## src/rtl/y2prgb_pkg.sv

```systemverilog
// Shared types, constants and helpers for the YUVA to premultiplied RGBA converter.
package y2prgb_pkg;

  localparam int PIX_W       = 8;
  localparam int COEF_W      = 16;
  localparam int COEFS_W     = 3 * COEF_W;
  localparam int OFFSET_W    = 16;
  localparam int OFFSET_FRAC = 6;
  localparam int CFG_DATA_W  = COEFS_W;
  localparam int CFG_IDX_W   = 3;
  localparam int PROD_W      = COEF_W + PIX_W + 1;
  localparam int PREMUL_W    = 2 * PIX_W;

  typedef logic [PIX_W-1:0]           pix_t;
  typedef logic signed [COEF_W-1:0]   coef_t;
  typedef logic [COEFS_W-1:0]         coefs_t;
  typedef logic signed [OFFSET_W-1:0] offset_t;
  typedef logic [CFG_DATA_W-1:0]      cfg_data_t;

  localparam pix_t PIX_MAX      = 8'hFF;
  localparam pix_t PIX_ZERO     = 8'h00;
  localparam pix_t OPAQUE_ALPHA = 8'hFF;

  typedef enum logic [CFG_IDX_W-1:0] {
    REG_RED_COEFS   = 3'd0,
    REG_GREEN_COEFS = 3'd1,
    REG_BLUE_COEFS  = 3'd2,
    REG_RED_OFFSET  = 3'd3,
    REG_GREEN_OFFSET = 3'd4,
    REG_BLUE_OFFSET = 3'd5
  } cfg_reg_e;

  // Width of the signed channel sum: three products, the aligned offset and
  // the rounding half, with headroom for the carries.
  function automatic int sum_width(int frac);
    return (((frac + 10) > 25) ? (frac + 10) : 25) + 3;
  endfunction

endpackage

```

## src/rtl/yuva_to_premul_rgba_top.sv

```systemverilog
// Top level of the YUVA to premultiplied RGBA pixel converter.
//
//  channel   ports                                           direction
//  --------  ----------------------------------------------  ---------
//  pixel in  start, luma, chroma_blue, chroma_red, alpha_in  in
//            and busy, which is out
//  pixel out done, red_out, green_out, blue_out, alpha_out    out
//  config    cfg_write, cfg_index, cfg_data                   in
//
// An item is taken on every clock where start is high; busy stays low, so a
// new pixel may enter every cycle. Each item comes out on a one-cycle done
// strobe after passing two stages for the matrix multiply-add, one for the
// clamp and alpha multiply, one for the divide-by-255 fold. rst clears the
// valid pipeline and the matrix registers; items in flight are dropped. The
// receiver cannot stall, so the pipeline never holds.
module yuva_to_premul_rgba_top #(
  parameter int COEF_FRAC_BITS = 12
) (
  input  logic                        clk,
  input  logic                        rst,
  input  logic                        start,
  output logic                        busy,
  input  y2prgb_pkg::pix_t            luma,
  input  y2prgb_pkg::pix_t            chroma_blue,
  input  y2prgb_pkg::pix_t            chroma_red,
  input  y2prgb_pkg::pix_t            alpha_in,
  output logic                        done,
  output y2prgb_pkg::pix_t            red_out,
  output y2prgb_pkg::pix_t            green_out,
  output y2prgb_pkg::pix_t            blue_out,
  output y2prgb_pkg::pix_t            alpha_out,
  input  logic                        cfg_write,
  input  logic [y2prgb_pkg::CFG_IDX_W-1:0] cfg_index,
  input  y2prgb_pkg::cfg_data_t       cfg_data
);
  import y2prgb_pkg::*;

  localparam int SUM_W  = sum_width(COEF_FRAC_BITS);
  localparam int DEPTH  = 4;
  localparam int PREMUL_STAGE = 2;

  // Matrix registers.
  coefs_t  red_coefs;
  coefs_t  green_coefs;
  coefs_t  blue_coefs;
  offset_t red_offset;
  offset_t green_offset;
  offset_t blue_offset;

  logic [DEPTH-1:0] vld;
  pix_t             alpha_pipe [DEPTH];

  logic signed [SUM_W-1:0] red_sum;
  logic signed [SUM_W-1:0] green_sum;
  logic signed [SUM_W-1:0] blue_sum;

  logic accept;

  // The datapath is fully pipelined and never stalls.
  assign busy   = 1'b0;
  assign accept = start && !busy;

  // Configuration writes; indexes past the list are dropped.
  always_ff @(posedge clk) begin
    if (rst) begin
      red_coefs    <= '0;
      green_coefs  <= '0;
      blue_coefs   <= '0;
      red_offset   <= '0;
      green_offset <= '0;
      blue_offset  <= '0;
    end else if (cfg_write) begin
      unique case (cfg_reg_e'(cfg_index))
        REG_RED_COEFS:    red_coefs    <= cfg_data;
        REG_GREEN_COEFS:  green_coefs  <= cfg_data;
        REG_BLUE_COEFS:   blue_coefs   <= cfg_data;
        REG_RED_OFFSET:   red_offset   <= cfg_data[OFFSET_W-1:0];
        REG_GREEN_OFFSET: green_offset <= cfg_data[OFFSET_W-1:0];
        REG_BLUE_OFFSET:  blue_offset  <= cfg_data[OFFSET_W-1:0];
        default: ;
      endcase
    end
  end

  // Valid bits advance one stage a cycle alongside the data.
  always_ff @(posedge clk) begin
    if (rst) begin
      vld <= '0;
    end else begin
      vld <= {vld[DEPTH-2:0], accept};
    end
  end

  // Alpha rides along: tapped for the premultiply and delivered at the end.
  always_ff @(posedge clk) begin
    alpha_pipe[0] <= alpha_in;
    for (int i = 1; i < DEPTH; i++) begin
      alpha_pipe[i] <= alpha_pipe[i-1];
    end
  end

  y2prgb_matrix #(.COEF_FRAC_BITS(COEF_FRAC_BITS), .SUM_W(SUM_W)) u_red_row (
    .clk(clk), .luma(luma), .chroma_blue(chroma_blue), .chroma_red(chroma_red),
    .coefs(red_coefs), .offset(red_offset), .sum(red_sum)
  );

  y2prgb_matrix #(.COEF_FRAC_BITS(COEF_FRAC_BITS), .SUM_W(SUM_W)) u_green_row (
    .clk(clk), .luma(luma), .chroma_blue(chroma_blue), .chroma_red(chroma_red),
    .coefs(green_coefs), .offset(green_offset), .sum(green_sum)
  );

  y2prgb_matrix #(.COEF_FRAC_BITS(COEF_FRAC_BITS), .SUM_W(SUM_W)) u_blue_row (
    .clk(clk), .luma(luma), .chroma_blue(chroma_blue), .chroma_red(chroma_red),
    .coefs(blue_coefs), .offset(blue_offset), .sum(blue_sum)
  );

  y2prgb_premul #(.COEF_FRAC_BITS(COEF_FRAC_BITS), .SUM_W(SUM_W)) u_red_pm (
    .clk(clk), .sum(red_sum), .alpha(alpha_pipe[PREMUL_STAGE-1]), .color(red_out)
  );

  y2prgb_premul #(.COEF_FRAC_BITS(COEF_FRAC_BITS), .SUM_W(SUM_W)) u_green_pm (
    .clk(clk), .sum(green_sum), .alpha(alpha_pipe[PREMUL_STAGE-1]), .color(green_out)
  );

  y2prgb_premul #(.COEF_FRAC_BITS(COEF_FRAC_BITS), .SUM_W(SUM_W)) u_blue_pm (
    .clk(clk), .sum(blue_sum), .alpha(alpha_pipe[PREMUL_STAGE-1]), .color(blue_out)
  );

  assign done      = vld[DEPTH-1];
  assign alpha_out = alpha_pipe[DEPTH-1];

  // Every strobe traces back to an item accepted through the full depth of the valid pipeline.
  a_done_from_accept: assert property (@(posedge clk) disable iff (rst)
    done |-> $past(accept, DEPTH))
    else $error("done without a matching accepted item");

  // Alpha leaves aligned with the colors of its own pixel.
  a_alpha_aligned: assert property (@(posedge clk) disable iff (rst)
    done |-> (alpha_out == $past(alpha_in, DEPTH)))
    else $error("alpha_out misaligned with its item");

  // Fully transparent pixels premultiply to black.
  a_transparent_black: assert property (@(posedge clk) disable iff (rst)
    (done && (alpha_out == PIX_ZERO)) |->
      ((red_out == PIX_ZERO) && (green_out == PIX_ZERO) && (blue_out == PIX_ZERO)))
    else $error("transparent pixel has nonzero color");

endmodule

```

## src/rtl/y2prgb_matrix.sv

```systemverilog
// One row of the color matrix: three products, then offset, rounding and sum.
module y2prgb_matrix #(
  parameter int COEF_FRAC_BITS = 12,
  parameter int SUM_W          = 28
) (
  input  logic                     clk,
  input  y2prgb_pkg::pix_t         luma,
  input  y2prgb_pkg::pix_t         chroma_blue,
  input  y2prgb_pkg::pix_t         chroma_red,
  input  y2prgb_pkg::coefs_t       coefs,
  input  y2prgb_pkg::offset_t      offset,
  output logic signed [SUM_W-1:0]  sum
);
  import y2prgb_pkg::*;

  localparam int OFF_SHIFT = COEF_FRAC_BITS - OFFSET_FRAC;
  localparam logic signed [SUM_W-1:0] ROUND_HALF = SUM_W'(1) <<< (COEF_FRAC_BITS - 1);

  coef_t coef_y;
  coef_t coef_u;
  coef_t coef_v;

  logic signed [PROD_W-1:0] prod_y;
  logic signed [PROD_W-1:0] prod_u;
  logic signed [PROD_W-1:0] prod_v;
  logic signed [SUM_W-1:0]  bias;

  assign coef_y = coefs[COEF_W-1:0];
  assign coef_u = coefs[2*COEF_W-1:COEF_W];
  assign coef_v = coefs[3*COEF_W-1:2*COEF_W];

  // Stage one: products and the aligned bias with the rounding half folded in.
  always_ff @(posedge clk) begin
    prod_y <= coef_y * $signed({1'b0, luma});
    prod_u <= coef_u * $signed({1'b0, chroma_blue});
    prod_v <= coef_v * $signed({1'b0, chroma_red});
    bias   <= (SUM_W'(offset) <<< OFF_SHIFT) + ROUND_HALF;
  end

  // Stage two: sum.
  always_ff @(posedge clk) begin
    sum <= SUM_W'(prod_y) + SUM_W'(prod_u) + SUM_W'(prod_v) + bias;
  end

endmodule

```

## src/rtl/y2prgb_premul.sv

```systemverilog
// Clamp one channel sum to 0..255 and premultiply it by alpha.
module y2prgb_premul #(
  parameter int COEF_FRAC_BITS = 12,
  parameter int SUM_W          = 28
) (
  input  logic                     clk,
  input  logic signed [SUM_W-1:0]  sum,
  input  y2prgb_pkg::pix_t         alpha,
  output y2prgb_pkg::pix_t         color
);
  import y2prgb_pkg::*;

  pix_t                clamped;
  pix_t                color_hold;
  logic                opaque;
  logic [PREMUL_W-1:0] prod;
  logic [PREMUL_W-1:0] folded;

  always_comb begin
    priority if (sum[SUM_W-1]) begin
      clamped = PIX_ZERO;
    end else if (|sum[SUM_W-2:COEF_FRAC_BITS+PIX_W]) begin
      clamped = PIX_MAX;
    end else begin
      clamped = sum[COEF_FRAC_BITS+PIX_W-1:COEF_FRAC_BITS];
    end
  end

  // Stage three: clamp and c*a + 128; keep the clamped value for opaque alpha.
  always_ff @(posedge clk) begin
    prod       <= ({8'b0, clamped} * {8'b0, alpha}) + PREMUL_W'(128);
    color_hold <= clamped;
    opaque     <= (alpha == OPAQUE_ALPHA);
  end

  assign folded = prod + {8'b0, prod[PREMUL_W-1:PIX_W]};

  // Stage four: divide by 255 with rounding, or pass through when opaque.
  always_ff @(posedge clk) begin
    color <= opaque ? color_hold : folded[PREMUL_W-1:PIX_W];
  end

endmodule
```

## config.mk

```make
export PLATFORM = sky130hd
export DESIGN_NAME = yuva_to_premul_rgba_top
export DESIGN_NICKNAME = d
export VERILOG_FILES = /design/src/rtl/y2prgb_pkg.sv /design/src/rtl/yuva_to_premul_rgba_top.sv /design/src/rtl/y2prgb_matrix.sv /design/src/rtl/y2prgb_premul.sv
export SDC_FILE = /design/constraint.sdc
export NUM_CORES = 2
export LEC_CHECK = 0
export CAP_MARGIN = 30
export CORE_ASPECT_RATIO = 1.4
export CORE_MARGIN = 2
export CORE_UTILIZATION = 38
export CTS_BUF_LIST = sky130_fd_sc_hd__clkbuf_4 sky130_fd_sc_hd__clkbuf_8
export CTS_CLUSTER_DIAMETER = 40
export DETAILED_ROUTE_END_ITERATION = 10
export DONT_BUFFER_PORTS = 1
export PLACE_DENSITY_LB_ADDON = 0.2
export SETUP_SLACK_MARGIN = 0.1
export SLEW_MARGIN = 20
export SYNTH_ARGS = -nofsm -noshare
export SYNTH_HDL_FRONTEND = slang
export SYNTH_HIERARCHICAL = 1
export SYNTH_SLANG_ARGS = --single-unit
```

## constraint.sdc

```tcl
create_clock -name clk -period 6.9 [get_ports clk]
set_clock_uncertainty 0.2 [all_clocks]
set_input_delay 1.38 -clock clk [delete_from_list [all_inputs] [get_ports clk]]
set_output_delay 1.38 -clock clk [all_outputs]
set_load 0.05 [all_outputs]
```

* Yosys cells after proc, flatten, opt, wreduce, memory -nomap -nowiden
Memories as Yosys holds them, arrays and structs flattened. Index checks and enable logic that the tools add are counted.
Storage, ports and cells: bits in registers 686, bits in writable memories 32, output and inout port bits 34, memories 1
Cells by class: add/subtract/negate cells 18, $mul 12, equality and inequality tests 6, mux-type cells 9, reduce and logical (&&, ||, !) cells 10
Memories:
- alpha_pipe | words 4, bits a word 8, read ports 4, clocked after Yosys merged registers in 0, wr ports 4, RTL line yuva_to_premul_rgba_top.sv:51 | pix_t alpha_pipe [DEPTH];
Operators by type and width (count):
- 16-bit by 9-bit multiplier with 25-bit output | 9
- 28-bit adder | 3
- 26-bit by 25-bit adder with 27-bit output | 3
- 25-bit by 25-bit adder with 26-bit output | 3
- 8-bit 2-to-1 mux | 9
- 22-bit by 13-bit adder with 23-bit output (second input constant) | 3
- 16-bit by 8-bit adder with 16-bit output | 3
- 16-bit by 8-bit adder with 16-bit output (second input constant) | 3
- 8-bit by 8-bit multiplier with 16-bit output | 3
- 7-bit OR reduction | 3
- 2-bit AND reduction | 6
- 8-bit == test (second input constant) | 1
- 3-bit by 2-bit == test with 1-bit output (second input constant) | 2
- 3-bit == test (second input constant) | 2
- 3-bit by 1-bit == test with 1-bit output (second input constant) | 1
- 3-bit logical NOT | 1

* Logic depth before layout (Yosys ltp)
depth in word-level cells 5, depth in mapped cells 19

* Cells and area by module
The synthesis kept the hierarchy.
Modules (own cells, without submodules):
- y2prgb_matrix at u_blue_row | instances 1, cells an instance 2058, area an instance 18883.1 um2, sequential area each 2402.3 um2
- y2prgb_matrix at u_red_row | instances 1, cells an instance 2016, area an instance 18689.2 um2, sequential area each 2402.3 um2
- y2prgb_matrix at u_green_row | instances 1, cells an instance 1996, area an instance 18587.8 um2, sequential area each 2402.3 um2
- y2prgb_premul | instances 3, cells an instance 355, area an instance 3250.6 um2, sequential area each 660.6 um2
- yuva_to_premul_rgba_top | instances 1, cells an instance 722, area an instance 8398.1 um2, sequential area each 4564.4 um2

* Least setup slack after synthesis
No wires, ideal clock.
kind input port to flip-flop, start point in chroma_blue[0], end point reg u_green_row.prod_u[24], library setup time 0.063 ns, arrival 5.672 ns, required time 6.637 ns, path slack 0.966 ns, stages 17, cells stage by stage clkbuf_1 -> nand2_1 -> fa_1 -> inv_1 -> fa_1 -> fa_1 -> inv_1 -> fa_1 -> inv_1 -> ha_1 -> a21oi_2 -> o21ai_1 -> a211o_1 -> o22a_4 -> o31a_1 -> or4_1 -> nand3_1
Between the ends: longest elaborated chain between the ends 1
RTL lines:
- start: declaration | RTL line yuva_to_premul_rgba_top.sv:24 | input y2prgb_pkg::pix_t chroma_blue,
- 16-bit by 9-bit multiplier with 25-bit output | RTL line y2prgb_matrix.sv:35 | prod_u <= coef_u * $signed({1'b0, chroma_blue});
- end signal: assignment | RTL line y2prgb_matrix.sv:35
- end: declaration | RTL line y2prgb_matrix.sv:24 | logic signed [PROD_W-1:0] prod_u;
Every way passes these cells. A chain may end at the register's enable or synchronous reset.

* Worst setup path after layout
start point reg u_red_row.sum[21], end point reg u_red_pm.prod[15]
Between the ends: longest elaborated chain between the ends 5
RTL lines:
- start: declaration | RTL line y2prgb_matrix.sv:12 | output logic signed [SUM_W-1:0] sum
- start signal: assignment | RTL line y2prgb_matrix.sv:42 | sum <= SUM_W'(prod_y) + SUM_W'(prod_u) + SUM_W'(prod_v) + bias;
- 7-bit OR reduction | RTL line y2prgb_premul.sv:22 | end else if (|sum[SUM_W-2:COEF_FRAC_BITS+PIX_W]) begin
- 8-bit 2-to-1 mux | RTL line y2prgb_premul.sv:22
- 8-bit 2-to-1 mux | RTL line y2prgb_premul.sv:20 | priority if (sum[SUM_W-1]) begin
- named net u_red_pm.clamped[6] | RTL line y2prgb_premul.sv:13 | pix_t clamped;
- 8-bit by 8-bit multiplier with 16-bit output | RTL line y2prgb_premul.sv:31 | prod <= ({8'b0, clamped} * {8'b0, alpha}) + PREMUL_W'(128);
- 16-bit by 8-bit adder with 16-bit output | RTL line y2prgb_premul.sv:31
- end signal: assignment | RTL line y2prgb_premul.sv:31
- end: declaration | RTL line y2prgb_premul.sv:16 | logic [PREMUL_W-1:0] prod;
The timed path passes the listed nets, and every way through them passes these cells.

==> summary.txt <==
Outcome
  – Status: complete, no violations

Cells and area
  – Proportion of layout cells with a drive suffix above 1: 4.21%
  – Fill cell count: 18869
  – Final Instance Area: 79100 µm²
  – Area occupied by multi-input gates: 53600 µm²
  – # nets final: 9734
  – Register area: 13000 µm²
  – Area Overhead vs Synth: 8.02%

Worst setup path
  – Crit path DAT: 6.59 ns
  – CP Launch Point: u_red_row/sum[21]
  – Critical Path Fanout Max: 9
  – Critical path required time: 7.41 ns
  – Worst setup SP type: flop
  – Cell chain of the critical path: or4_1 > nor4_4 > a21oi_1 > and2_1 > fa_1 > fa_1 > fa_1 > inv_1 > fa_1 > inv_1 > ha_1 > nand3_1 > o211ai_1 > o41ai_1 > o21ai_0 > xnor2_1
  – Critical Path Sink: u_red_pm/prod[15]
  – Critical path buffers and inverters: 2
  – Delay-heaviest family, CP: adder cells
  – CP max stage delay: 0.62 ns
  – CP endpoint kind: flop
  – Crit path kind: flop to flop
  – Flop2flop setup slack: 0.82 ns
  – R2R Path End: u_red_pm/prod[15]
  – Stages on the worst setup path: 16
  – Worst Reg-to-Reg Cells: 16
  – CP max-delay cell: nor4_4
  – FF-to-FF Start: u_red_row/sum[21]
  – Most used cell, CP: fa_1

Power and ir drop
  – P_leak: 41.3 nW
  – Power density cells: 258 nW/µm²
  – Peak supply drop: 325 µV

Clock tree
  – Root buffer cell: clkbuf_8
  – Post-CTS sizing: 0
  – CTS Hold Bufs: 0
  – Clock Sinks: 651
  – TritonCTS Buffers: 143
  – Longest Clk Path Bufs: 4
  – Clock transition at the registers of the reported paths: 0.05 ns
  – CTS tree: yes
  – Skew-Pair Late Insertion Delay: 0.88 ns
  – Post-CTS setup buffers: 0
  – H-tree level count: 4

STA
  – Period utilisation layout: 88.2%
  – Worst slew pin tran: 1.04 ns
  – Setup_tns: 0 ns
  – Hold WS: 0.119 ns
  – Hold Fails Final Rpt: 0
  – Final slew viol count: 0
  – Slew HR: 30.6%
  – Unrepaired setup endpoints after global routing: false
  – # setup viols final: 0
  – Fmax: 0.164 GHz
  – Final min period: 6.08 ns

Synth
  – Netlist Area Pre-Place: 73200 µm²
  – Mapped Avg Cell Area: 9.43 µm²
  – Syn_nets: 9703
  – Post-synthesis cell count: 7768
  – Yosys warning count: 6

Place
  – Cell Area, Placed: 76000 µm²
  – DPL Wire Length: 156 mm
  – RD Place Congestion: 0.874
  – Number of port buffers: 0

Detailed routing
  – DRT iter0 DRCs: 1928
  – Via density: 4.92
  – Post-Route WL: 195 mm
  – Avg WL per Cell: 18.7 µm
  – Total number of vias: 51164
  – First-pass iteration count of the detailed router: 5
  – Post-DRT Antenna Nets: 0
  – Drt drc: 0

Floorplanning
  – Core ar.: 191000 µm²
  – Initial Utilization: 38.3%
  – Die area: 196000 µm²
  – Row cnt: 190
  – Die X-Extent: 375 µm
  – Die span in y: 523 µm
  – Ports: 121

GRT
  – Global-route wire length before repair: 310 mm
  – Grt total ovfl: 0
  – Initial antenna violation count: 13
  – Largest net degree at the start of global routing: 245
  – Vias in the first global route: 56166
  – Global Route Usage Sum: 20.2%

Run
  – Maxcap violations: 0

Min path
  – Min-delay worst type: flop to flop
-- per-layer routing --
| metal | track usage [%] | wire length, µm |
|---|---|---|
| met4 | 8.90 | 9160 |
| met5 | 0 | 46 |
| met3 | 2.57 | 7170 |
| met1 | 22.9 | 76600 |
| met2 | 37.7 | 102000 |
-- final cells by class --
class	instances	area share (%)
flip-flops and latches	651	16.5
clock buffers	184	3.06
multi-input cells	5380	67.7
repair buffers	48	0.478
inverters	1575	7.47
diodes	9	0.0285
clock inverters	57	0.792
well taps	2496	3.95
-- flip-flops by register name, indices dropped and copies added, names as in the netlist, 32 cells and up --
name	cells
blue_coefs	48
green_coefs	48
alpha_pipe	32
red_coefs	48
-- power breakdown --
group          switching, mW  internal [mW]
clock network           1.91           2.69
registers              0.780           4.53
logic                   5.86           4.63
total                   8.56           11.9
-- through the flow --
stage	utilization (%)	cells	total power [mW]	setup slack, ns
global route	41.3	10395	22.5	0.512
CTS	41.3	10390	20.8	0.815
floorplan	-	7768	13.4	0.966
global placement	39.7	10148	15.8	0.663
finish	41.3	10400	20.4	0.817
detailed placement	39.7	10149	16.0	0.603
-- how the worst min path moves through the flow --
stage | endpoint | depth (start not counted) | startpoint
after floorplan | alpha_pipe[1][0] | 0 | alpha_pipe[0][0]
after global placement | alpha_pipe[3][0] | 0 | alpha_pipe[2][0]
after detailed placement | alpha_pipe[1][1] | 0 | alpha_pipe[0][1]
after CTS | alpha_pipe[3][5] | 0 | alpha_pipe[2][5]
after global routing | alpha_pipe[1][3] | 0 | alpha_pipe[0][3]
final | alpha_pipe[3][5] | 0 | alpha_pipe[2][5]
-- cells in the final DEF (no fill, tap or decap), drive strengths merged, types with 184 or more instances in the layout --
cell / n
and2: 800
nand2b: 267
clkbuf: 184
dfxtp: 651
inv: 1580
a21oi: 243
nand2: 673
ha: 681
xnor2: 206
mux2i: 196
fa: 1167
No activity file was read; power rests on OpenSTA's default activity.
